--- src/sv/tcti_pkg.sv ---
// ============================================================================
// tcti_pkg - shared definitions for the temperature compensation interpolator
// Field widths, stream packing, opcodes, register indexes and point layout.
// ============================================================================
`default_nettype none

package tcti_pkg;

    // Field widths
    localparam int TEMP_W = 16;
    localparam int VOLT_W = 16;
    localparam int CNT_W  = 5;
    localparam int IDX_W  = 4;

    // Configuration channel
    localparam int CFG_IDX_W  = 2;
    localparam int CFG_DATA_W = 16;

    // Stream widths
    localparam int S_TDATA_W = 56;
    localparam int S_TUSER_W = 2;
    localparam int M_TDATA_W = 32;
    localparam int M_TUSER_W = 1;

    // Input kinds (s_tuser[0])
    localparam logic OP_WRITE = 1'b0;
    localparam logic OP_QUERY = 1'b1;

    // Result status (m_tuser[0])
    localparam logic STATUS_VALID  = 1'b0;
    localparam logic STATUS_NO_SEG = 1'b1;

    // Register indexes
    localparam logic [CFG_IDX_W-1:0] REG_DEFAULT_CARRIER = 2'd0;
    localparam logic [CFG_IDX_W-1:0] REG_DEFAULT_PEAK    = 2'd1;
    localparam logic [CFG_IDX_W-1:0] REG_POINTS_FIRST    = 2'd2;
    localparam logic [CFG_IDX_W-1:0] REG_POINTS_SECOND   = 2'd3;

    localparam logic [VOLT_W-1:0] DEFAULT_VOLT_RESET = 16'd4096;

    // Serial divider: quotient is never wider than one voltage
    localparam int DIV_STEPS = VOLT_W;
    localparam int DIV_CNT_W = $clog2(DIV_STEPS);

    typedef logic        [VOLT_W-1:0] volt_t;
    typedef logic signed [TEMP_W-1:0] temp_t;

    // One table point as stored in the point memory, temperature lowest
    typedef struct packed {
        volt_t peak;
        volt_t carrier;
        temp_t temp;
    } point_t;

    localparam int POINT_W = $bits(point_t);

endpackage : tcti_pkg

`default_nettype wire

--- src/sv/tcti_ram.sv ---
// ============================================================================
// tcti_ram - generic single-write, single-read RAM
// One write port, one read port with registered read data.
// ============================================================================
`default_nettype none

module tcti_ram #(
    parameter int WIDTH = 8,
    parameter int DEPTH = 16
) (
    input  wire logic                     aclk,
    input  wire logic                     we,
    input  wire logic [$clog2(DEPTH)-1:0] waddr,
    input  wire logic [WIDTH-1:0]         wdata,
    input  wire logic [$clog2(DEPTH)-1:0] raddr,
    output logic      [WIDTH-1:0]         rdata
);

    logic [WIDTH-1:0] mem [DEPTH];

    always_ff @(posedge aclk) begin
        if (we) begin
            mem[waddr] <= wdata;
        end
        rdata <= mem[raddr];
    end

endmodule : tcti_ram

`default_nettype wire

--- src/sv/temp_comp_table_interpolator_unit.sv ---
// ============================================================================
// temp_comp_table_interpolator_unit - two-unit temperature compensation lookup
// Piecewise-linear interpolation of carrier and peak voltage over a table.
// ============================================================================
// Holds one table of up to MAX_POINTS points per unit in a single point
// memory. A write transaction (s_tuser[0] = 0) stores one point and returns
// nothing; an index at or above MAX_POINTS is dropped. A query
// transaction (s_tuser[0] = 1) returns one result: defaults for an empty
// table, the end point outside the table, else the interpolated voltages of
// the first bracketing segment, or status 1 when none brackets. During a
// query the walk reads one point per cycle from the memory's single read port,
// and each interpolation runs the shared 16x16 multiplier once and then a
// 16-step restoring divider, first for carrier and then for peak. The block
// takes no input while a query is in progress; a finished result waits in
// the output register. Points must be written before they are queried.
`default_nettype none

module temp_comp_table_interpolator_unit #(
    parameter int MAX_POINTS = 16
) (
    input  wire logic                            aclk,
    input  wire logic                            aresetn,
    // Configuration write channel
    input  wire logic                            cfg_valid,
    output logic                                 cfg_ready,
    input  wire logic [tcti_pkg::CFG_IDX_W-1:0]  cfg_index,
    input  wire logic [tcti_pkg::CFG_DATA_W-1:0] cfg_data,
    // Input stream
    input  wire logic                            s_tvalid,
    output logic                                 s_tready,
    // [3:0] point_index, [19:4] temperature, [35:20] carrier_in, [51:36] peak_in
    input  wire logic [tcti_pkg::S_TDATA_W-1:0]  s_tdata,
    // [0] opcode, [1] unit_select
    input  wire logic [tcti_pkg::S_TUSER_W-1:0]  s_tuser,
    // Result stream
    output logic                                 m_tvalid,
    input  wire logic                            m_tready,
    // [15:0] carrier_out, [31:16] peak_out
    output logic      [tcti_pkg::M_TDATA_W-1:0]  m_tdata,
    // [0] status
    output logic      [tcti_pkg::M_TUSER_W-1:0]  m_tuser
);

    import tcti_pkg::*;

    localparam int IW    = $clog2(MAX_POINTS);
    localparam int AW    = IW + 1;
    localparam int DEPTH = 2 ** AW;

    // Sequencer states
    localparam logic [2:0] S_IDLE = 3'd0;
    localparam logic [2:0] S_CHK0 = 3'd1;  // point 0 on read data
    localparam logic [2:0] S_CHKL = 3'd2;  // last point on read data
    localparam logic [2:0] S_WALK = 3'd3;  // one segment per cycle
    localparam logic [2:0] S_MUL  = 3'd4;
    localparam logic [2:0] S_DIV  = 3'd5;
    localparam logic [2:0] S_FIN  = 3'd6;
    localparam logic [2:0] S_OUT  = 3'd7;

    // Input fields
    logic             in_op;
    logic             in_unit;
    logic [IDX_W-1:0] in_idx;
    point_t           in_point;

    assign in_op            = s_tuser[0];
    assign in_unit          = s_tuser[1];
    assign in_idx           = s_tdata[3:0];
    assign in_point.temp    = s_tdata[19:4];
    assign in_point.carrier = s_tdata[35:20];
    assign in_point.peak    = s_tdata[51:36];

    // Control registers
    logic [2:0]           state_reg, state_next;
    logic                 m_valid_reg, m_valid_next;
    volt_t                dflt_carrier_reg, dflt_carrier_next;
    volt_t                dflt_peak_reg, dflt_peak_next;
    logic [CNT_W-1:0]     pts_first_reg, pts_first_next;
    logic [CNT_W-1:0]     pts_second_reg, pts_second_next;
    logic                 lane_reg, lane_next;
    logic [DIV_CNT_W-1:0] div_cnt_reg, div_cnt_next;

    // Payload registers
    logic             unit_reg, unit_next;
    temp_t            temp_reg, temp_next;
    logic [IW-1:0]    last_reg, last_next;
    logic [IW-1:0]    pos_reg, pos_next;
    point_t           prev_reg, prev_next;
    point_t           cur_reg, cur_next;
    volt_t            dt_reg, dt_next;
    volt_t            span_reg, span_next;
    logic             neg_reg, neg_next;
    volt_t            rem_reg, rem_next;
    volt_t            dvd_reg, dvd_next;
    volt_t            res_carrier_reg, res_carrier_next;
    volt_t            res_peak_reg, res_peak_next;
    logic             res_status_reg, res_status_next;
    volt_t            carrier_out_reg, carrier_out_next;
    volt_t            peak_out_reg, peak_out_next;
    logic             status_out_reg, status_out_next;

    // Handshakes
    logic in_fire;
    logic load_out;

    assign cfg_ready = 1'b1;
    assign s_tready  = (state_reg == S_IDLE);
    assign in_fire   = s_tvalid && s_tready;
    assign load_out  = (state_reg == S_OUT) && (!m_valid_reg || m_tready);

    // Point memory, entry {unit, index}
    logic              ram_we;
    logic [AW-1:0]     ram_waddr;
    logic [AW-1:0]     ram_raddr;
    logic [POINT_W-1:0] ram_rdata;
    point_t            rd_pt;
    logic [31:0]       idx_wide;

    assign idx_wide  = 32'(in_idx);
    assign ram_we    = in_fire && (in_op == OP_WRITE) && (idx_wide < 32'(MAX_POINTS));
    assign ram_waddr = {in_unit, idx_wide[IW-1:0]};
    assign rd_pt     = point_t'(ram_rdata);

    tcti_ram #(
        .WIDTH (POINT_W),
        .DEPTH (DEPTH)
    ) u_ram (
        .aclk  (aclk),
        .we    (ram_we),
        .waddr (ram_waddr),
        .wdata (POINT_W'(in_point)),
        .raddr (ram_raddr),
        .rdata (ram_rdata)
    );

    // Read address follows the sequencer
    always_comb begin
        unique case (state_reg)
            S_IDLE:  ram_raddr = {in_unit, IW'(0)};
            S_CHK0:  ram_raddr = {unit_reg, last_reg};
            S_CHKL:  ram_raddr = {unit_reg, IW'(1)};
            default: ram_raddr = {unit_reg, pos_reg + IW'(1)};
        endcase
    end

    // Point count of the selected unit, saturated to the table size
    logic [CNT_W-1:0] sel_cnt;
    logic [31:0]      sel_n;

    assign sel_cnt = in_unit ? pts_second_reg : pts_first_reg;
    assign sel_n   = (32'(sel_cnt) > 32'(MAX_POINTS)) ? 32'(MAX_POINTS) : 32'(sel_cnt);

    // Segment tests against the point on read data
    logic        in_seg;
    logic [16:0] span_full;
    logic [16:0] dt_full;

    assign in_seg    = (temp_reg >= prev_reg.temp) && (temp_reg <= rd_pt.temp);
    assign span_full = {rd_pt.temp[TEMP_W-1], rd_pt.temp}
                     - {prev_reg.temp[TEMP_W-1], prev_reg.temp};
    assign dt_full   = {temp_reg[TEMP_W-1], temp_reg}
                     - {prev_reg.temp[TEMP_W-1], prev_reg.temp};

    // Shared multiplier: dt * |v1 - v0| for the current lane
    volt_t       v0;
    volt_t       v1;
    logic        dv_neg;
    volt_t       dv_mag;
    logic [31:0] prod;

    assign v0     = lane_reg ? prev_reg.peak : prev_reg.carrier;
    assign v1     = lane_reg ? cur_reg.peak  : cur_reg.carrier;
    assign dv_neg = (v1 < v0);
    assign dv_mag = dv_neg ? (v0 - v1) : (v1 - v0);
    assign prod   = dt_reg * dv_mag;

    // Restoring divider step: remainder stays below span
    logic [16:0] div_shift;
    logic [16:0] div_diff;
    logic        div_ge;
    volt_t       lerp_res;

    assign div_shift = {rem_reg, dvd_reg[VOLT_W-1]};
    assign div_diff  = div_shift - {1'b0, span_reg};
    assign div_ge    = (div_shift >= {1'b0, span_reg});
    assign lerp_res  = neg_reg ? (v0 - dvd_reg) : (v0 + dvd_reg);

    // Sequencer and datapath next state
    always_comb begin
        state_next        = state_reg;
        m_valid_next      = m_valid_reg && !m_tready;
        dflt_carrier_next = dflt_carrier_reg;
        dflt_peak_next    = dflt_peak_reg;
        pts_first_next    = pts_first_reg;
        pts_second_next   = pts_second_reg;
        lane_next         = lane_reg;
        div_cnt_next      = div_cnt_reg;
        unit_next         = unit_reg;
        temp_next         = temp_reg;
        last_next         = last_reg;
        pos_next          = pos_reg;
        prev_next         = prev_reg;
        cur_next          = cur_reg;
        dt_next           = dt_reg;
        span_next         = span_reg;
        neg_next          = neg_reg;
        rem_next          = rem_reg;
        dvd_next          = dvd_reg;
        res_carrier_next  = res_carrier_reg;
        res_peak_next     = res_peak_reg;
        res_status_next   = res_status_reg;
        carrier_out_next  = carrier_out_reg;
        peak_out_next     = peak_out_reg;
        status_out_next   = status_out_reg;

        // Register writes
        if (cfg_valid) begin
            unique case (cfg_index)
                REG_DEFAULT_CARRIER: dflt_carrier_next = cfg_data;
                REG_DEFAULT_PEAK:    dflt_peak_next    = cfg_data;
                REG_POINTS_FIRST:    pts_first_next    = cfg_data[CNT_W-1:0];
                REG_POINTS_SECOND:   pts_second_next   = cfg_data[CNT_W-1:0];
            endcase
        end

        unique case (state_reg)
            S_IDLE: begin
                if (in_fire && (in_op == OP_QUERY)) begin
                    unit_next       = in_unit;
                    temp_next       = in_point.temp;
                    last_next       = IW'(sel_n - 32'd1);
                    res_status_next = STATUS_VALID;
                    if (sel_cnt == '0) begin
                        res_carrier_next = dflt_carrier_reg;
                        res_peak_next    = dflt_peak_reg;
                        state_next       = S_OUT;
                    end else begin
                        state_next = S_CHK0;
                    end
                end
            end

            S_CHK0: begin
                prev_next = rd_pt;
                if (temp_reg <= rd_pt.temp) begin
                    res_carrier_next = rd_pt.carrier;
                    res_peak_next    = rd_pt.peak;
                    state_next       = S_OUT;
                end else begin
                    state_next = S_CHKL;
                end
            end

            S_CHKL: begin
                pos_next = IW'(1);
                if (temp_reg >= rd_pt.temp) begin
                    res_carrier_next = rd_pt.carrier;
                    res_peak_next    = rd_pt.peak;
                    state_next       = S_OUT;
                end else begin
                    state_next = S_WALK;
                end
            end

            S_WALK: begin
                if (in_seg) begin
                    if (span_full == '0) begin
                        res_carrier_next = prev_reg.carrier;
                        res_peak_next    = prev_reg.peak;
                        state_next       = S_OUT;
                    end else begin
                        cur_next   = rd_pt;
                        span_next  = span_full[VOLT_W-1:0];
                        dt_next    = dt_full[VOLT_W-1:0];
                        lane_next  = 1'b0;
                        state_next = S_MUL;
                    end
                end else if (pos_reg == last_reg) begin
                    // unsorted table: nothing brackets
                    res_carrier_next = '0;
                    res_peak_next    = '0;
                    res_status_next  = STATUS_NO_SEG;
                    state_next       = S_OUT;
                end else begin
                    prev_next = rd_pt;
                    pos_next  = pos_reg + IW'(1);
                end
            end

            S_MUL: begin
                rem_next     = prod[31:16];
                dvd_next     = prod[15:0];
                neg_next     = dv_neg;
                div_cnt_next = '0;
                state_next   = S_DIV;
            end

            S_DIV: begin
                rem_next     = div_ge ? div_diff[VOLT_W-1:0] : div_shift[VOLT_W-1:0];
                dvd_next     = {dvd_reg[VOLT_W-2:0], div_ge};
                div_cnt_next = div_cnt_reg + DIV_CNT_W'(1);
                if (div_cnt_reg == DIV_CNT_W'(DIV_STEPS - 1)) begin
                    state_next = S_FIN;
                end
            end

            S_FIN: begin
                if (!lane_reg) begin
                    res_carrier_next = lerp_res;
                    lane_next        = 1'b1;
                    state_next       = S_MUL;
                end else begin
                    res_peak_next = lerp_res;
                    state_next    = S_OUT;
                end
            end

            S_OUT: begin
                if (load_out) begin
                    carrier_out_next = res_carrier_reg;
                    peak_out_next    = res_peak_reg;
                    status_out_next  = res_status_reg;
                    m_valid_next     = 1'b1;
                    state_next       = S_IDLE;
                end
            end
        endcase
    end

    // Control state
    always_ff @(posedge aclk) begin
        if (!aresetn) begin
            state_reg        <= S_IDLE;
            m_valid_reg      <= 1'b0;
            dflt_carrier_reg <= DEFAULT_VOLT_RESET;
            dflt_peak_reg    <= DEFAULT_VOLT_RESET;
            pts_first_reg    <= '0;
            pts_second_reg   <= '0;
            lane_reg         <= 1'b0;
            div_cnt_reg      <= '0;
        end else begin
            state_reg        <= state_next;
            m_valid_reg      <= m_valid_next;
            dflt_carrier_reg <= dflt_carrier_next;
            dflt_peak_reg    <= dflt_peak_next;
            pts_first_reg    <= pts_first_next;
            pts_second_reg   <= pts_second_next;
            lane_reg         <= lane_next;
            div_cnt_reg      <= div_cnt_next;
        end
    end

    // Datapath
    always_ff @(posedge aclk) begin
        unit_reg        <= unit_next;
        temp_reg        <= temp_next;
        last_reg        <= last_next;
        pos_reg         <= pos_next;
        prev_reg        <= prev_next;
        cur_reg         <= cur_next;
        dt_reg          <= dt_next;
        span_reg        <= span_next;
        neg_reg         <= neg_next;
        rem_reg         <= rem_next;
        dvd_reg         <= dvd_next;
        res_carrier_reg <= res_carrier_next;
        res_peak_reg    <= res_peak_next;
        res_status_reg  <= res_status_next;
        carrier_out_reg <= carrier_out_next;
        peak_out_reg    <= peak_out_next;
        status_out_reg  <= status_out_next;
    end

    assign m_tvalid = m_valid_reg;
    assign m_tdata  = {peak_out_reg, carrier_out_reg};
    assign m_tuser  = status_out_reg;

endmodule : temp_comp_table_interpolator_unit

`default_nettype wire

--- config.mk ---
export PLATFORM = sky130hd
export DESIGN_NAME = temp_comp_table_interpolator_unit
export DESIGN_NICKNAME = d
export VERILOG_FILES = /design/src/sv/tcti_pkg.sv /design/src/sv/tcti_ram.sv /design/src/sv/temp_comp_table_interpolator_unit.sv
export SDC_FILE = /design/constraint.sdc
export NUM_CORES = 2
export LEC_CHECK = 0
export BUFFER_PORTS_ARGS = -buffer_cell sky130_fd_sc_hd__buf_4
export CAP_MARGIN = 30
export CORE_MARGIN = 8
export CORE_UTILIZATION = 55
export DETAILED_ROUTE_END_ITERATION = 16
export PLACE_DENSITY = 0.67
export SLEW_MARGIN = 40
export SYNTH_ARGS = -nofsm -noshare
export SYNTH_HDL_FRONTEND = slang
export SYNTH_SLANG_ARGS = --single-unit
--- constraint.sdc ---
create_clock -name aclk -period 15.05 [get_ports aclk]
set_input_delay 1.505 -clock aclk [delete_from_list [all_inputs] [get_ports aclk]]
set_output_delay 1.505 -clock aclk [all_outputs]
set_load 0.05 [all_outputs]
# Word-level counts from Yosys, hierarchy flattened
# Memories as Yosys holds them, arrays and structs flattened. A register that Yosys moved wholly into a read port is not among the register bits.
# Cells that the tools add are included.
# op_classes
add_sub_neg	10
n_mul	1
order_cmp	7
eq_ne	27
mux	56
n_bitwise	2
n_reduce_logical	34
# ops
op	count
16-bit 2-to-1 mux	20
16-bit one-hot mux with 5 select lines	2
48-bit 2-to-1 mux	2
48-bit one-hot mux with 2 select lines	1
16-bit subtractor	5
16-bit one-hot mux with 2 select lines	2
16-bit greater-or-equal comparator	2
16-bit by 16-bit multiplier with 32-bit output	1
3-bit 2-to-1 mux	8
3-bit one-hot mux with 8 select lines	1
2-bit inequality test (second input constant)	11
17-bit by 16-bit greater-or-equal comparator with 1-bit output	1
17-bit logical NOT	1
16-bit by 16-bit subtractor with 17-bit output	1
16-bit adder	1
16-bit <= comparator	1
16-bit < comparator	1
4-bit one-hot mux with 2 select lines	2
8-bit AND reduction	2
5-bit one-hot mux with 3 select lines	1
3-bit equality test (second input constant)	4
4-bit 2-to-1 mux	3
2-bit AND reduction	6
3-bit AND reduction	4
26 further kinds	54
# word_totals
register_bits	287
mem_bits_rw	1536
output_inout_bits	36
wordCells	166
memories	1
# memory_table
name	words	width	read_ports	rd_ports_with_merged_regs	wr	line	source
u_ram.mem	32	48	1	1	1	tcti_ram.sv:19	logic [WIDTH-1:0] mem [DEPTH];

# Logic depth before layout (Yosys ltp)
# logic_depth
depth_word	6
depth_mapped	40
mapped_depth_nobuf	35

# Cells and area by module
# Synthesis repeated with hierarchy kept, for this count alone.
# hier_totals
hier_cells	5974
area_unflattened_um2	86122.6
# modules_own_cells
module	n_inst	cells_per_inst	area_per_inst_um2	seq_area_each_um2
tcti_ram	1	3364	60724.5	47085.2
temp_comp_table_interpolator_unit	1	2610	25398.1	8107.8

# Worst setup path before layout
# No wires, ideal clock.
# synth_path
path_type	register to register
start	register lane_reg
end	register rem_reg[13], data pin
setup_ns	0.270
arrival_time_ns	9.070
required_ns	14.780
path_slack_ns	5.710
path_stages_with_launch	40
cell_sequence	dfxtp_1 -> clkbuf_1 -> buf_1 -> mux2i_1 -> inv_1 -> ha_1 -> and2_1 -> and3_1 -> a221o_1 -> a22oi_2 -> nand3_2 -> and2_1 -> buf_6 -> inv_4 -> buf_6 -> mux2i_1 -> xor2_1 -> buf_2 -> [4 not listed] -> inv_1 -> fa_1 -> inv_1 -> fa_1 -> fa_1 -> inv_1 -> fa_1 -> inv_1 -> ha_1 -> a211oi_1 -> o211ai_1 -> a221oi_1 -> o211a_1 -> a211oi_1 -> o21a_1 -> or3_1 -> a21oi_1 -> a21oi_1
# synth_between
elab_chain_len	5
# synth_lines
item	line	source
start: declaration	temp_comp_table_interpolator_unit.sv:80	logic lane_reg, lane_next;
start signal: assignment	temp_comp_table_interpolator_unit.sv:348	lane_reg <= lane_next;
16-bit 2-to-1 mux, on equally long branches	temp_comp_table_interpolator_unit.sv:172, temp_comp_table_interpolator_unit.sv:171	
16-bit < comparator (*)	temp_comp_table_interpolator_unit.sv:173	assign dv_neg = (v1 < v0);
via dv_neg	temp_comp_table_interpolator_unit.sv:167	logic dv_neg;
16-bit 2-to-1 mux (*)	temp_comp_table_interpolator_unit.sv:174	assign dv_mag = dv_neg ? (v0 - v1) : (v1 - v0);
16-bit by 16-bit multiplier with 32-bit output (*)	temp_comp_table_interpolator_unit.sv:175	assign prod = dt_reg * dv_mag;
16-bit one-hot mux with 2 select lines (*)	temp_comp_table_interpolator_unit.sv:226	unique case (state_reg)
via rem_next[13]	temp_comp_table_interpolator_unit.sv:93	volt_t rem_reg, rem_next;
end signal: assignment	temp_comp_table_interpolator_unit.sv:364	rem_reg <= rem_next;
end: declaration	temp_comp_table_interpolator_unit.sv:93	
# The timed path passes the listed nets; every way through them passes the cells marked *.
# A chain may end at the register's enable or synchronous reset.

# Worst setup path in the final report
# layout_path
start	register lane_reg
end	register rem_reg[14], data pin
# layout_between
elab_chain_len	5
# layout_lines
item	line
16-bit 2-to-1 mux, on equally long branches	temp_comp_table_interpolator_unit.sv:172, temp_comp_table_interpolator_unit.sv:171
16-bit subtractor or 16-bit < comparator (tied branches)	temp_comp_table_interpolator_unit.sv:174, temp_comp_table_interpolator_unit.sv:173
16-bit 2-to-1 mux (*)	temp_comp_table_interpolator_unit.sv:174
16-bit by 16-bit multiplier with 32-bit output (*)	temp_comp_table_interpolator_unit.sv:175
16-bit one-hot mux with 2 select lines (*)	temp_comp_table_interpolator_unit.sv:226
via rem_next[14]	temp_comp_table_interpolator_unit.sv:93
# Marked as above.

==> run_results.csv <==
group,metric,value,unit
critical_path,crit_top_cell,"fa_1",
sta,tns,0,ns
synthesis,syn-num-nets,7298,
sta,fin_crit_sh,0.703,
finish,layout_common_cells,"1,772 x edfxtp_1, 1,095 x nand2_1, 499 x a211oi_1",
critical_path,critPathLaunchType,"flip-flop",
floorplan,core_area,158000,um2
worst_hold_path,hp-class,"flip-flop to flip-flop",
sta,max_freq,94.5,MHz
detailed_routing,num_vias,55400,
detailed_routing,drt_iter0_markers,5178,
worst_hold_path,min_to,"carrier_out_reg[9]",
floorplan,rows,146,
detailed_routing,wl_per_cell,24.7,um
clock_network,cts_inserted_buffers,186,
sta,min_period,10.58,ns
critical_path,critPathLaunch,"lane_reg",
finish,multiInputGateArea,29600,um2
synthesis,syn-instance-count,6799,
finish,fin_util,0.614,
finish,syn2layout_area_growth,11.0,%
global_routing,globalRouteOverflowTotal,0,
synthesis,syn-cell-area,87300,um2
synthesis,synth_compound_area_frac,0.124,
clock_network,post_cts_resized,0,
critical_path,worst-setup-path-type,"flip-flop to flip-flop",
critical_path,arrival,11.12,ns
global_routing,track_usage,0.252,
critical_path,slowest_delay,0.66,ns
synthesis,synthFlopType,"edfxtp_1",
global_routing,grt_start_max_net_pins,193,
synthesis,synthAdderAreaFrac,0.0780,
synthesis,synth_edf_count,1772,
finish,n_fill_cell,11900,
critical_path,rr_worst_depth,34,
synthesis,yosys.area_share.simple,0.109,
critical_path,worstPathRequired,15.60,ns
synthesis,ys_seq_area_frac,0.632,
synthesis,synth_top_family_by_area,"compound AO/OA/AOI/OAI gates",
floorplan,die-area,172000,um2
clock_network,clock_latency,0.81,ns
clock_network,numClockSinks,1871,
clock_network,hold_buffers,0,
sta,hold_viol,0,
detailed_routing,drc_errors,0,
worst_hold_path,min_from,"res_carrier_reg[9]",
clock_network,root_buffer,"clkbuf_16",
finish,regArea,55200,um2
floorplan,fp.dieH,414,um
finish,largest_register_ffs,1536,
synthesis,ys_ff_latch,1871,
clock_network,cts.clk_slew.worst_paths,0.07,ns
critical_path,setup.worst_path.end_class,"flip-flop",
synthesis,synthMuxAreaShare,0.0120,
global_routing,antenna_found_initial,12,
critical_path,cpLargestDelayFamily,"adder cells",
finish,final_nets,7280,
floorplan,top_level_ports,117,
sta,worst_pin_slew,0.930,ns
floorplan,start_util,0.553,
floorplan,die_w,414,um
global_routing,grt_pass1_wl,335000,um
sta,slew_violations,0,
synthesis,ys_types,87,
placed_design,portBuffers,111,
worst_hold_path,hold_depth,0,
status,outcome,"complete, no violations",
critical_path,r2r_end,"rem_reg[14]",
sta,finalSetupViolCount,0,
clock_network,cts_tree,"done",
sta,relSlewSlack,0.375,
critical_path,crit_path_max_fanout,36,
detailed_routing,wl,223000,um
detailed_routing,first_pass_iters,5,
finish,drive_gt1_frac,0.0907,
critical_path,crit_buf_inv,6,
clock_network,h-tree-depth,4,
critical_path,reg2reg_setup_slack,4.47,ns
synthesis,avgSynthCellArea,12.8,um2
detailed_routing,ant_nets,0,
synthesis,ys_warn_count,0,
clock_network,cts_buffer_depth,3,
critical_path,crit_path_top_delay_cell,"or3_1",
global_routing,grt_pass1_vias,54500,
sta,finClkSkew,0.0301,ns
run,drv_cap,0,
finish,final_common_cell,"edfxtp_1",
clock_network,cts_setup_buffers,0,
critical_path,r2r-start,"lane_reg",
placed_design,dpl.hpwl,127000,um
synthesis,async_flop_share,0,
placed_design,place.gp.congestion,0.893,
detailed_routing,via_per_inst,6.15,
synthesis,synthXorXnorAreaFrac,0.0101,
sta,rsz0062_at_grt,"no",
[cell usage after synthesis (77+ instances only)]
library cell  count  area (um2)
edfxtp_1       1772       53200
nand2_1        1095        4110
a211oi_1        500        3750
and2_1          457        2860
clkbuf_1        387        1450
inv_1           335        1260
a311oi_1        243        2130
ha_1            218        2730
fa_1            200        4000
nor2_1          178         668
a31oi_1         158         988
a21oi_1         155         776
dfxtp_1          99        1980
mux2i_1          77         771
[worst reg2reg max path, delay by kind of cell, from the launching register on]
kind / cells / cell delay [ns]
adder cells (fa/ha/maj): 9 / 4.08
AO/OA/AOI/OAI: 11 / 2.51
AND/OR/NAND/NOR: 6 / 1.77
buffers and inverters: 6 / 0.94
multiplexers: 2 / 0.71
flip-flops: 1 / 0.31
[cell type report]
type | count | share of cell area
antenna | 7 | 0.000181
clock buffer | 233 | 0.0517
clock inverter | 110 | 0.0117
inverter | 337 | 0.0131
multi-input combinational | 4151 | 0.306
sequential | 1871 | 0.569
tap | 2072 | 0.0267
timing repair buffer | 234 | 0.0215
[worst max-delay path by stage]
stage | endpoint | slack [ns] | cells after the start
detailed placement | rem_reg[14] | 4.56 | 34
global route | rem_reg[13] | 4.06 | 33
floorplan | rem_reg[13] | 5.71 | 39
finish | rem_reg[14] | 4.47 | 34
global placement | rem_reg[13] | 4.64 | 35
CTS | rem_reg[13] | 4.53 | 33
[per-stage QoR]
stage	std cells	hold slack [ns]	setup slack [ns]	cell area, um2
after floorplan	6799	0.400	5.71	87300
after global placement	8650	0.401	4.64	90300
after detailed placement	8661	0.405	4.56	90700
after CTS	9004	0.416	4.53	96800
after global routing	9009	0.425	4.06	96900
final	9015	0.418	4.47	96900
[cells by family (layout without fill, tap and decap cells)]
| logic type | after synthesis | after routing |
|---|---|---|
| mux | 101 | 101 |
| compound gates | 1482 | 1482 |
| fa+ha+maj | 426 | 426 |
| other cells | 1 | 8 |
| buf+inv | 777 | 914 |
| xor+xnor | 100 | 100 |
| flops | 1871 | 1871 |
| simple gates | 2041 | 2041 |
[per-layer routing]
| layer | GRT usage | wire (um) |
|---|---|---|
| met1 | 0.342 | 92900 |
| met2 | 0.420 | 108000 |
| met3 | 0.0364 | 15000 |
| met4 | 0.0834 | 7140 |
| met5 | 0 | 0 |
Power is left out: the tool's default activity adds up to more than one toggle a clock period on the data nets, which glitch-free logic cannot reach.
